File: config.mk
export PLATFORM = sky130hd
export DESIGN_NAME = keypad_preset_event_counter
export DESIGN_NICKNAME = d
export VERILOG_FILES = /design/src/rtl/core/kpec_pkg.sv /design/src/rtl/core/keypad_preset_event_counter.sv /design/src/rtl/core/kpec_key_decode.sv
export VERILOG_INCLUDE_DIRS = /design/src /design/src/rtl/core
export SDC_FILE = /design/constraint.sdc
export NUM_CORES = 1
export LEC_CHECK = 0
export BUFFER_PORTS_ARGS = -buffer_cell sky130_fd_sc_hd__buf_2
export CAP_MARGIN = 20
export CORE_ASPECT_RATIO = 0.75
export CORE_UTILIZATION = 55
export CTS_BUF_LIST = sky130_fd_sc_hd__clkbuf_2 sky130_fd_sc_hd__clkbuf_4 sky130_fd_sc_hd__clkbuf_8
export DETAILED_ROUTE_END_ITERATION = 8
export MAX_ROUTING_LAYER = met4
export PLACE_DENSITY = 0.77
export SYNTH_ARGS = -nofsm -noshare
export SYNTH_HDL_FRONTEND = slang
export SYNTH_HIERARCHICAL = 1
export SYNTH_SLANG_ARGS = --single-unit
File: constraint.sdc
create_clock -name clk -period 6.6 [get_ports clk]
set_input_delay 1.32 -clock clk [delete_from_list [all_inputs] [get_ports clk]]
set_output_delay 1.32 -clock clk [all_outputs]
set_load 0.02 [all_outputs]
File: src/rtl/core/keypad_preset_event_counter_assert.svh
// Assertion macros shared by the keypad preset event counter.
`ifndef KEYPAD_PRESET_EVENT_COUNTER_ASSERT_SVH
`define KEYPAD_PRESET_EVENT_COUNTER_ASSERT_SVH

// Same-cycle implication, checked outside reset.
`define KPEC_ASSERT_IMPLIES(label, clk, rst_n, cond, expr) \
    label: assert property (@(posedge clk) disable iff (!rst_n) (cond) |-> (expr)) \
        else $error("kpec assertion failed");

// Next-cycle implication, checked outside reset.
`define KPEC_ASSERT_NEXT(label, clk, rst_n, cond, expr) \
    label: assert property (@(posedge clk) disable iff (!rst_n) (cond) |=> (expr)) \
        else $error("kpec assertion failed");

`endif

File: src/rtl/core/kpec_pkg.sv
`timescale 1ns / 1ps

package kpec_pkg;

    localparam int MAX_DIGITS  = 5;
    localparam int DIGIT_CAP   = 7;
    localparam int DIGIT_LIMIT = (MAX_DIGITS > DIGIT_CAP) ? DIGIT_CAP : MAX_DIGITS;

    localparam int CNT_W   = 3;
    localparam int DIGIT_W = 4;
    localparam int VAL_W   = 17;
    localparam int CODE_W  = 8;
    localparam int PROD_W  = VAL_W + 4;

    localparam logic [VAL_W-1:0] VAL_MAX = {VAL_W{1'b1}};

    localparam logic OP_KEY   = 1'b0;
    localparam logic OP_PULSE = 1'b1;

    // Active-low row/column codes
    localparam logic [CODE_W-1:0] KEY_B  = 8'hD7;
    localparam logic [CODE_W-1:0] KEY_D0 = 8'h7D;
    localparam logic [CODE_W-1:0] KEY_D1 = 8'hEE;
    localparam logic [CODE_W-1:0] KEY_D2 = 8'hED;
    localparam logic [CODE_W-1:0] KEY_D3 = 8'hEB;
    localparam logic [CODE_W-1:0] KEY_D4 = 8'hDE;
    localparam logic [CODE_W-1:0] KEY_D5 = 8'hDD;
    localparam logic [CODE_W-1:0] KEY_D6 = 8'hDB;
    localparam logic [CODE_W-1:0] KEY_D7 = 8'hBE;
    localparam logic [CODE_W-1:0] KEY_D8 = 8'hBD;
    localparam logic [CODE_W-1:0] KEY_D9 = 8'hBB;

    typedef enum logic [1:0] {
        MODE_IDLE  = 2'd0,
        MODE_ENTRY = 2'd1,
        MODE_COUNT = 2'd2
    } kpec_mode_t;

    typedef struct packed {
        logic              opcode;
        logic [CODE_W-1:0] key_code;
    } kpec_event_t;

    typedef struct packed {
        logic [1:0]         mode;
        logic [CNT_W-1:0]   digit_count;
        logic               digit_accepted;
        logic [DIGIT_W-1:0] key_digit;
        logic [VAL_W-1:0]   target_value;
        logic [VAL_W-1:0]   counted_so_far;
        logic               alarm;
    } kpec_result_t;

    typedef struct packed {
        logic               is_b;
        logic               is_digit;
        logic [DIGIT_W-1:0] digit;
    } kpec_key_t;

endpackage

File: src/rtl/core/keypad_preset_event_counter.sv
`timescale 1ns / 1ps

// Keypad preset event counter. Each event (keypad press or sensor pulse) is
// registered on entry, the mode, digit count, target and remaining count are
// updated in one combinational pass, and the result is registered on exit:
// one event per clock cycle sustained while res_stall is low, and the result
// is presented after the transaction passes the input register and then the
// result register. Key B in idle starts entry, digits build the target (up to
// five), B again loads the down counter, and pulses count it down to an alarm
// that returns the block to idle.

`include "keypad_preset_event_counter_assert.svh"

module keypad_preset_event_counter
    import kpec_pkg::*;
(
    input  logic         clk,
    input  logic         rst_n,
    input  logic         evt_valid,
    output logic         evt_stall,
    input  kpec_event_t  evt,
    output logic         res_valid,
    input  logic         res_stall,
    output kpec_result_t res
);

    logic         in_full_reg, in_full_next;
    kpec_event_t  in_data_reg;
    logic         out_valid_reg, out_valid_next;
    kpec_result_t out_data_reg, out_data_next;

    kpec_mode_t       mode_reg, mode_next;
    logic [CNT_W-1:0] digits_reg, digits_next;
    logic [VAL_W-1:0] target_reg, target_next;
    logic [VAL_W-1:0] remaining_reg, remaining_next;

    logic             advance;
    logic             take;
    logic             fire;
    kpec_key_t        key;
    logic [PROD_W-1:0] product;
    logic [VAL_W-1:0] rem_dec;

    kpec_key_decode u_key_decode (
        .key_code (in_data_reg.key_code),
        .key      (key)
    );

    assign advance   = !out_valid_reg || !res_stall;
    assign evt_stall = in_full_reg && !advance;
    assign take      = evt_valid && !evt_stall;
    assign fire      = in_full_reg && advance;

    assign in_full_next   = take || (in_full_reg && !advance);
    assign out_valid_next = fire || (out_valid_reg && res_stall);

    // target * 10 + digit
    assign product = ({4'd0, target_reg} << 3) + ({4'd0, target_reg} << 1)
                   + PROD_W'(key.digit);
    assign rem_dec = remaining_reg - VAL_W'(remaining_reg != '0);

    always_comb
    begin
        mode_next      = mode_reg;
        digits_next    = digits_reg;
        target_next    = target_reg;
        remaining_next = remaining_reg;
        out_data_next  = '0;

        if (in_data_reg.opcode == OP_KEY)
        begin
            unique case (mode_reg)
                MODE_IDLE:
                begin
                    if (key.is_b)
                    begin
                        mode_next   = MODE_ENTRY;
                        digits_next = '0;
                        target_next = '0;
                    end
                end
                MODE_ENTRY:
                begin
                    priority if (key.is_b)
                    begin
                        remaining_next = target_reg;
                        if (target_reg == '0)
                        begin
                            out_data_next.alarm = 1'b1;
                            mode_next           = MODE_IDLE;
                            digits_next         = '0;
                        end
                        else
                        begin
                            mode_next = MODE_COUNT;
                        end
                    end
                    else if (key.is_digit && (digits_reg < CNT_W'(DIGIT_LIMIT)))
                    begin
                        target_next = (product > PROD_W'(VAL_MAX)) ? VAL_MAX
                                                                   : product[VAL_W-1:0];
                        digits_next                  = digits_reg + CNT_W'(1);
                        out_data_next.digit_accepted = 1'b1;
                        out_data_next.key_digit      = key.digit;
                    end
                    else
                    begin
                    end
                end
                default:
                begin
                end
            endcase
        end
        else if (mode_reg == MODE_COUNT)
        begin
            remaining_next = rem_dec;
            if (rem_dec == '0)
            begin
                out_data_next.alarm          = 1'b1;
                out_data_next.counted_so_far = target_reg;
                mode_next                    = MODE_IDLE;
                digits_next                  = '0;
            end
        end

        if (mode_next == MODE_COUNT)
        begin
            out_data_next.counted_so_far = target_next - remaining_next;
        end
        out_data_next.mode         = mode_next;
        out_data_next.digit_count  = digits_next;
        out_data_next.target_value = target_next;
    end

    always_ff @(posedge clk or negedge rst_n)
    begin
        if (!rst_n)
        begin
            in_full_reg   <= 1'b0;
            out_valid_reg <= 1'b0;
            mode_reg      <= MODE_IDLE;
            digits_reg    <= '0;
            target_reg    <= '0;
            remaining_reg <= '0;
        end
        else
        begin
            in_full_reg   <= in_full_next;
            out_valid_reg <= out_valid_next;
            if (fire)
            begin
                mode_reg      <= mode_next;
                digits_reg    <= digits_next;
                target_reg    <= target_next;
                remaining_reg <= remaining_next;
            end
        end
    end

    // Payload registers: hold unless a transaction moves through
    always_ff @(posedge clk)
    begin
        if (take)
        begin
            in_data_reg <= evt;
        end
        if (fire)
        begin
            out_data_reg <= out_data_next;
        end
    end

    assign res_valid = out_valid_reg;
    assign res       = out_data_reg;

    `KPEC_ASSERT_IMPLIES(a_alarm_idle, clk, rst_n, res_valid && res.alarm, res.mode == MODE_IDLE)
    `KPEC_ASSERT_IMPLIES(a_digit_in_entry, clk, rst_n, res_valid && res.digit_accepted, (res.mode == MODE_ENTRY) && (res.digit_count != '0))
    `KPEC_ASSERT_IMPLIES(a_count_nonzero, clk, rst_n, mode_reg == MODE_COUNT, remaining_reg != '0)
    `KPEC_ASSERT_NEXT(a_digits_bounded, clk, rst_n, 1'b1, digits_reg <= CNT_W'(DIGIT_LIMIT))

endmodule

File: src/rtl/core/kpec_key_decode.sv
`timescale 1ns / 1ps

module kpec_key_decode
    import kpec_pkg::*;
(
    input  logic [CODE_W-1:0] key_code,
    output kpec_key_t         key
);

    always_comb
    begin
        key.is_b     = (key_code == KEY_B);
        key.is_digit = 1'b1;
        unique case (key_code)
            KEY_D0:  key.digit = 4'd0;
            KEY_D1:  key.digit = 4'd1;
            KEY_D2:  key.digit = 4'd2;
            KEY_D3:  key.digit = 4'd3;
            KEY_D4:  key.digit = 4'd4;
            KEY_D5:  key.digit = 4'd5;
            KEY_D6:  key.digit = 4'd6;
            KEY_D7:  key.digit = 4'd7;
            KEY_D8:  key.digit = 4'd8;
            KEY_D9:  key.digit = 4'd9;
            default:
            begin
                key.digit    = '0;
                key.is_digit = 1'b0;
            end
        endcase
    end

endmodule
## Yosys cells after proc, flatten, opt, wreduce, memory -nomap -nowiden

Index checks and enable logic that the tools add are counted.

| word-level totals | value |
|---|---|
| register bits after elaboration | 95 |
| latch bits | 0 |
| RAM bits | 0 |
| bits in read-only memories | 0 |
| input port bits | 13 |
| output and inout port bits | 47 |
| logic and storage cells | 93 |
| memories | 0 |

| operators by class | value |
|---|---|
| add/subtract/negate cells | 5 |
| $mul | 0 |
| divide/modulo/power cells | 0 |
| magnitude comparators | 2 |
| equality and inequality tests | 14 |
| shift-type cells | 0 |
| muxes and demuxes | 36 |
| bitwise logic cells | 2 |
| reductions and logical operators | 19 |

Operators with widths:

| kind | number |
|---|---|
| $mux 17 | 11 |
| $eq 8x8->1 const B | 10 |
| $mux 18 | 2 |
| $pmux 4 s9 | 1 |
| $logic_not 17->1 | 2 |
| $pmux 17 s2 | 1 |
| $add 20x18->21 | 1 |
| $add 21x4->21 | 1 |
| $gt 21x17->1 const B | 1 |
| $mux 3 | 7 |
| $reduce_bool 17->1 | 1 |
| $sub 17x1->17 | 1 |
| $sub 17x17->17 | 1 |
| $mux 2 | 6 |
| $reduce_or 10->1 | 1 |
| $eq 8x7->1 const B | 1 |
| $pmux 3 s2 | 1 |
| $logic_and 1x1->1 | 5 |
| $mux 1 | 5 |
| $mux 5 | 1 |
| $eq 2x2->1 const B | 2 |
| $logic_not 1->1 | 4 |
| $pmux 2 s2 | 1 |
| $reduce_or 4->1 | 1 |
| other kinds (7) | 10 |

## Logic depth before layout (Yosys ltp)

Gate-level depths: netlist of run 1.

| depth | value |
|---|---|
| word-level depth | 11 |
| gate-level depth with buffers | 29 |
| mapped depth without buffers | 28 |

## Hierarchy

Netlist of run 1, hierarchy kept.

Modules (own cells, without submodules):

| module | instances | cells each | area each (um^2) | seq. area each (um^2) |
|---|---|---|---|---|
| keypad_preset_event_counter | 1 | 737 | 6795.3 | 2647.5 |
| kpec_key_decode | 1 | 44 | 279.0 | 0.0 |

## Worst setup path after synthesis of run 1

OpenSTA, ideal clock, no wires.

| timing path | value |
|---|---|
| path kind | reg2reg |
| start | reg in_data_reg[1] in the netlist's numbering |
| end | reg out_data_reg, in the netlist res[17] (data pin) |
| library setup time | 0.265 ns |
| arrival time | 5.773 ns |
| required time | 6.335 ns |
| slack | 0.561 ns |
| cell stages (with the launch flop) | 26 |
| path buffers | 1 |
| period minus slack after synthesis | 6.039 ns |
| path through | edfxtp_1 > buf_2 > xnor2_1 > nor4_1 > fa_1 > ha_1 > a211oi_1 > o211ai_1 > nor3b_2 > o211ai_1 > nor2_1 > a2111oi_4 > nand2_1 > o31ai_1 > ha_1 > inv_1 > fa_1 > nand2_1 > a21o_1 > a211o_1 > a31oi_1 > a41o_1 > a31oi_1 > a21oi_1 > o21a_1 > or3_1 |

RTL lines:

| element | RTL line | RTL |
|---|---|---|
| from (decl) | keypad_preset_event_counter.sv:28 | `kpec_event_t in_data_reg;` |
| from (signal assigned) | keypad_preset_event_counter.sv:166 | `in_data_reg <= evt;` |
| to (signal assigned) | keypad_preset_event_counter.sv:170 | `out_data_reg <= out_data_next;` |
| to (decl) | keypad_preset_event_counter.sv:30 | `kpec_result_t out_data_reg, out_data_next;` |

==> results of run 1 <==
-- synthesized netlist by cell type, drive strengths merged (6+ instances only) --
cell type,count,area [um^2]
a211oi,6,45.0
a21o,14,105
a21oi,57,285
a22o,8,70.1
a31oi,13,81.3
and2,9,56.3
buf,13,78.8
clkbuf,25,95.1
dfrtp,41,1030
edfxtp,54,1620
ha,52,651
inv,29,109
mux2,11,124
mux2i,10,100
nand2,92,348
nand2b,11,68.8
nand3,20,105
nor2,58,218
nor3,15,75.1
nor4,12,96.3
o211ai,7,52.6
o21a,7,52.6
o21ai,66,330
o22ai,10,62.6
o31ai,10,80.1
or2,6,37.5
or3,6,38.8
xnor2,24,210
xor2,15,131
-- power by group through the flow --
stage | registers [uW] | clock network [uW] | logic [uW]
2_1_floorplan | 899 | 0 | 793
3_3_place_gp | 898 | 0 | 1050
3_5_place_dp | 902 | 0 | 1090
4_1_cts | 891 | 383 | 1100
5_1_grt | 909 | 405 | 1250
6_report | 896 | 379 | 1160
-- critical path: stages, from the launching register on --
cell       delay, ns
edfxtp_1        0.50
xnor2_2         0.21
nor4_4          0.31
fa_1            0.48
ha_1            0.34
a211oi_2        0.25
o211ai_1        0.18
nor3b_4         0.20
o211ai_1        0.28
nor2_1          0.12
a2111oi_4       0.37
buf_4           0.21
buf_4           0.12
a41oi_1         0.12
a22o_1          0.29
ha_4            0.30
o21ai_0         0.08
a21o_1          0.20
a211o_1         0.31
a31oi_2         0.24
a41o_1          0.24
o32a_1          0.17
a21oi_1         0.07
o21a_1          0.13
or3_1           0.36
-- metal layers --
layer	track usage, %	wire length [um]	share of wire (%)
met4	9.11	400	1.9
met1	44.7	8980	44
met5	-	0	0
met2	47.8	9200	45
met3	6.01	2030	9.9
-- kinds of logic after synthesis --
logic type,count (synthesis),synth area share (%)
AND/OR/NAND/NOR,270,19.4
AO/OA/AOI/OAI,233,21.1
flip-flops,95,37.4
buffers and inverters,68,4.05
adder cells (fa/ha/maj),55,10.0
XOR/XNOR,39,4.83
multiplexers,21,3.17
-- what timing repair did --
action / 4_1_cts / 5_1_grt
gates resized for setup: 1 / 25
buffers inserted: 0 / 9
pin swaps: 0 / 9
setup endpoints to repair: 1 / 6
-- through the flow --
stage / power [uW] / hold slack [ns] / util, % / setup TNS, ns / setup WS [ns]
floorplan: 1690 / 0.457 / - / 0 / 0.561
global placement: 1950 / 0.471 / 60.9 / 0 / 0.323
detailed placement: 1990 / 0.501 / 60.9 / 0 / 0.0582
CTS: 2370 / 0.515 / 62.5 / 0 / 0.0498
global route: 2560 / 0.534 / 64.1 / -0.00576 / -0.00576
finish: 2430 / 0.513 / 64.1 / 0 / 0.253
-- worst min path at each step --
stage | startpoint | to | slack (ns)
floorplan | in_full_reg | res_valid | 0.46
global placement | in_full_reg | res_valid | 0.47
detailed placement | in_full_reg | res_valid | 0.50
CTS | in_full_reg | res_valid | 0.52
global route | in_full_reg | res_valid | 0.53
finish | in_full_reg | res_valid | 0.51
-- final cells by class --
type / instances / share of cell area, %
tap: 166 / 2.61
inverter: 30 / 1.42
timing repair buffer: 88 / 6.61
clock buffer: 10 / 1.65
sequential: 95 / 33.3
clock inverter: 6 / 0.645
multi-input combinational: 618 / 53.7
==> results.md, run 1 <==
* Pwr dens at slightly above 300 mW/mm^2
* CP startpoint kind: flop
* WS Path Type: flop to flop
* Cell Count, Final, Fillers Out at 1013
* Gr usage total at about a third
* Hold Crit Class: flop to flop
* Drt wl/cell at 20.3 um
* Starting Density at 57.1%
* Share of layout cells above drive strength 1 at between 10% and 20%
* Logic gate share of total power at 47.5%
* Min Tclk post-route at ~6.3 ns
* Commonest non-fill, non-tap cell in the layout: nand2_1
* Clk buf depth at 2
* P_sw at a little over 1000 uW
* Sw frac at 42.7%
* Warnings from Yosys at 6
* Root buf cell: clkbuf_8
* ANT cells at 0
* Final Slew Violations at 0
* Number of fill cells at roughly 1000
* DP Area at about 0.0076 mm^2
* Tightest Pin Transition at 0.890 ns
* Dpl cells at about 990
* Nets at roughly 900
* Critical R2R Launch: in_data_reg[2]
* Std cell rows at 35
* Grt ovf at 0
* Library cells used by synthesis at slightly above 80
* Final Instance Area at roughly 0.0079 mm^2
* Post-synth EDFFs at 54
* Area delta synth->final at 12.3%
* Clk pwr share at between 10% and 20%
* Max transition margin at between 40 and 50%
* Clk pin slew, worst setup/hold paths at about 0.10 ns
* FF/Latch Area at ~0.0026 mm^2
* CP Launch Point: in_data_reg[2]
* Final WL at between 20000 and 25000 um
* Largest net degree at the start of global routing at 45
* Initial DRC count at 740
* Clk Latency, worst-skew pair at 0.38 ns
* Max_cap viols at 0
* Hold Fails Final Rpt at 0
* First-pass GRT wire length at about 32000 um
* Final setup fails at 0
* Hold_buf cts at 0
* Detail Route Antenna Nets at 0
* Detailed Routing Iterations Pass 1 at 5
* Seq/Total Area, Yosys at roughly 37%
* CTS buffer count at 9
* Via Count at between 6000 and 7000
* Crit share post-route at between 90 and 100%
* Die X at 133 um
* H-tree levels at 3
* CTS tree: yes
* IO buf count at 59
* Dominant synthesized flop cell: edfxtp_1
* Status: finished clean
* R2r endpoint: res[17]
* Crit path DAT at approximately 6.5 ns
* Post-Syn Nets at about 850
* Flops & latches, synth at 95
* Clk_skew at 0.0169 ns
* Antenna violations before repair at 0
* Synthesized cell area at 0.00707 mm^2
* Worst setup path endpoint: res[17]
* Core area at between 0.01 and 0.015 mm^2
* Avg Inst Size Synth at just over 9 um^2
* P_int at ~1400 uW
* Die Ht at 100 um
* Commonest non-fill, non-tap cells in the layout: 90 x nand2_1, 61 x o21ai_0, 59 x buf_2, 58 x nor2_1
* Worst setup EP type: flop
* Die Area at 0.0133 mm^2
* Routability cong. at between 0.9 and 1
* Residual DRC count at 0
* Async SR Flop Fraction at 43.2%
* Vias in the first global route at slightly below 6000
* Hold depth at 1
* Worst-path fanout max at 6
* Leak Pwr at about 0.0034 uW
* R2R setup slack at around 0.25 ns
* # IOs at 60
* Number of vias per cell at 6.55
* Reg2Reg Depth at 24
* Cells after Synth at ~780
* CTS Sinks at 95
* F_max at approximately 160 MHz
* Largest register FFs at 45
* WP data required at about 6.7 ns
* Peak supply drop at approximately 210 uV
* Multi-input logic area at roughly 0.0043 mm^2
* Seq pwr share at a little under two fifths
* DPL Wire Length at between 15000 and 20000 um
(Power assumes the default switching activity.)
==> run 2: changes to the inputs <==
CORE_MARGIN = 5   (was default)
==> results.md, run 2 (synthesis results as in run 1) <==
* Status: finished clean
* HP Start: in_full_reg
* IO buf count at 59 (unchanged)
* Clk_skew at 0.0177 ns (+0.000853 ns)
* CTS Sinks at 95 (unchanged)
* Dpl cells at 984 (-0.30%)
* CP dominant cell by count: buf_4
* Critical R2R Launch: in_data_reg[1]
* Largest net degree at the start of global routing at 45 (unchanged)
* WS Path Type: flop to flop
* ANT cells at 0 (unchanged)
* Buf/Inv on CP at 3 (+1)
* Hold Fails Final Rpt at 0 (unchanged)
* Nets at 906 (-0.44%)
* Hold Crit Class: flop to flop
* Final setup fails at 0 (unchanged)
* Crit path largest cell delay at 0.53 ns (+0.03 ns)
* Crit path DAT at 6.47 ns (about the same)
* F_max at 158 MHz (about the same)
* Gr usage total at 27.3% (-4.8 points)
* Number of vias per cell at 6.41 (-2.2%)
* Max transition margin at 45.9% (+5.3 points)
* Via Count at 6470 (-2.6%)
* Grt ovf at 0 (unchanged)
* Die Ht at 108 um (+8.0%)
* Clk pin slew, worst setup/hold paths at 0.10 ns (about the same)
* Area delta synth->final at 11.6%
* Core area at 0.0124 mm^2 (+0.35%)
* Share of layout cells above drive strength 1 at 17.8% (-0.86 points)
* WP data required at 6.72 ns (about the same)
* Detail Route Antenna Nets at 0 (unchanged)
* CTS buffer count at 9 (unchanged)
* CP startpoint kind: flop
* Clk Latency, worst-skew pair at 0.39 ns (about the same)
* Worst-path fanout max at 7 (+1)
* Number of fill cells at 1063 (+2.7%)
* Hold slack at 0.534 ns (+0.0213 ns)
* Commonest non-fill, non-tap cell in the layout: nand2_1
* Final Slew Violations at 0 (unchanged)
* Reg2Reg Depth at 25 (+4.2%)
* Crit share post-route at 96.2% (about the same)
* Initial DRC count at 626 (-15%)
* Final WL at 20200 um (-2.0%)
* Cell Count, Final, Fillers Out at 1009 (-0.39%)
* Slowest-stage cell, CP: edfxtp_1
* CTS tree: yes
* Min Tclk post-route at 6.35 ns (+0.00267 ns)
* DPL Wire Length at 14800 um (-1.2%)
* Largest register FFs at 45 (unchanged)
* # IOs at 60 (unchanged)
* Detailed Routing Iterations Pass 1 at 5 (unchanged)
* Commonest non-fill, non-tap cells in the layout: 90 x nand2_1, 62 x o21ai_0, 59 x buf_2, 58 x nor2_1, 54 x edfxtp_1
* Vias in the first global route at 6101 (+4.3%)
* Worst hold endpoint: res_valid
* Hold_buf cts at 0 (unchanged)
* Clk buf depth at 2 (unchanged)
* Leak Pwr at 0.00340 uW (-1.5%)
* Die Area at 0.0153 mm^2 (+14%)
* First-pass GRT wire length at 32100 um (+0.56%)
* R2r endpoint: res[17]
* H-tree levels at 3 (unchanged)
* R2R setup slack at 0.25 ns (about the same)
* Hold depth at 1 (unchanged)
* Peak supply drop at 214 uV (+2.3%)
* Max_cap viols at 0 (unchanged)
* Routability cong. at 1.05 (+6.3%)
* Starting Density at 56.9% (-0.20 points)
* Pwr dens at 304 mW/mm^2 (-0.69%)
* Family with the most delay on the worst path: compound AO/OA/AOI/OAI gates
* CP Depth at 25 (+4.2%)
* Std cell rows at 35 (unchanged)
* Drt wl/cell at 20.0 um (-1.6%)
* Tightest Pin Transition at 0.810 ns (-0.0801 ns)
* Fin Setup TNS at 0 ns (unchanged)
* Residual DRC count at 0 (unchanged)
* Die X at 141 um (+6.0%)
* Root buf cell: clkbuf_8
* Antenna violations before repair at 0 (unchanged)
* Worst setup EP type: flop
-- run 2: cell count changes in the layout (fill, tap and decap cells not counted), sizes merged --
| cell | previous run | this run |
|---|---|---|
| buf | 88 | 84 |
| clkinvlp | 0 | 2 |
| inv | 33 | 32 |
| clkbuf | 10 | 9 |
-- run 2: final cells by class --
cell class	count	area, um^2	share of cell area, %
Multi-Input combinational cell	618	4250	53.9
Sequential cell	95	2650	33.5
Timing Repair Buffer	84	495	6.28
Tap cell	166	208	2.63
Clock buffer	9	124	1.57
Inverter	30	113	1.43
Clock inverter	7	53.8	0.681
-- run 2: metrics by stage --
step                setup WS, ns  total power [uW]  cell area [um^2]  utilization [%]
floorplan                  0.561              1690              7070                -
global placement           0.295              1950              7530             60.5
detailed placement         0.133              1980              7530             60.5
CTS                       0.0691              2340              7710             62.0
global route             -0.0280              2560              7900             63.5
finish                     0.251              2400              7900             63.5
-- run 2: worst max-delay path by stage --
stage,start,to,slack [ns]
floorplan,in_data_reg[1],res[17],0.56
global placement,in_data_reg[1],res[17],0.29
detailed placement,in_data_reg[1],res[17],0.13
CTS,in_data_reg[1],res[17],0.07
global route,in_data_reg[5],res[17],-0.03
finish,in_data_reg[1],res[17],0.25
-- run 2: routing by layer --
layer  up-vias  part of all wire (%)  wire [um]  track usage (%)
met4         0                   1.4        276             7.05
li1       3014                     -          -                -
met5         -                     0          0                -
met1      3120                    46       9220             38.0
met3        30                   8.9       1810             6.15
met2       306                    44       8900             40.8
-- run 2: repair_timing --
action                                  in CTS  in global routing
resized for setup                            0                 22
endpoints found under the setup margin       0                  6
setup buffers                                0                  8
-- run 2: power by group --
part | internal, uW | switching, uW
Sequential | 760 | 137
Combinational | 478 | 654
Clock | 140 | 229
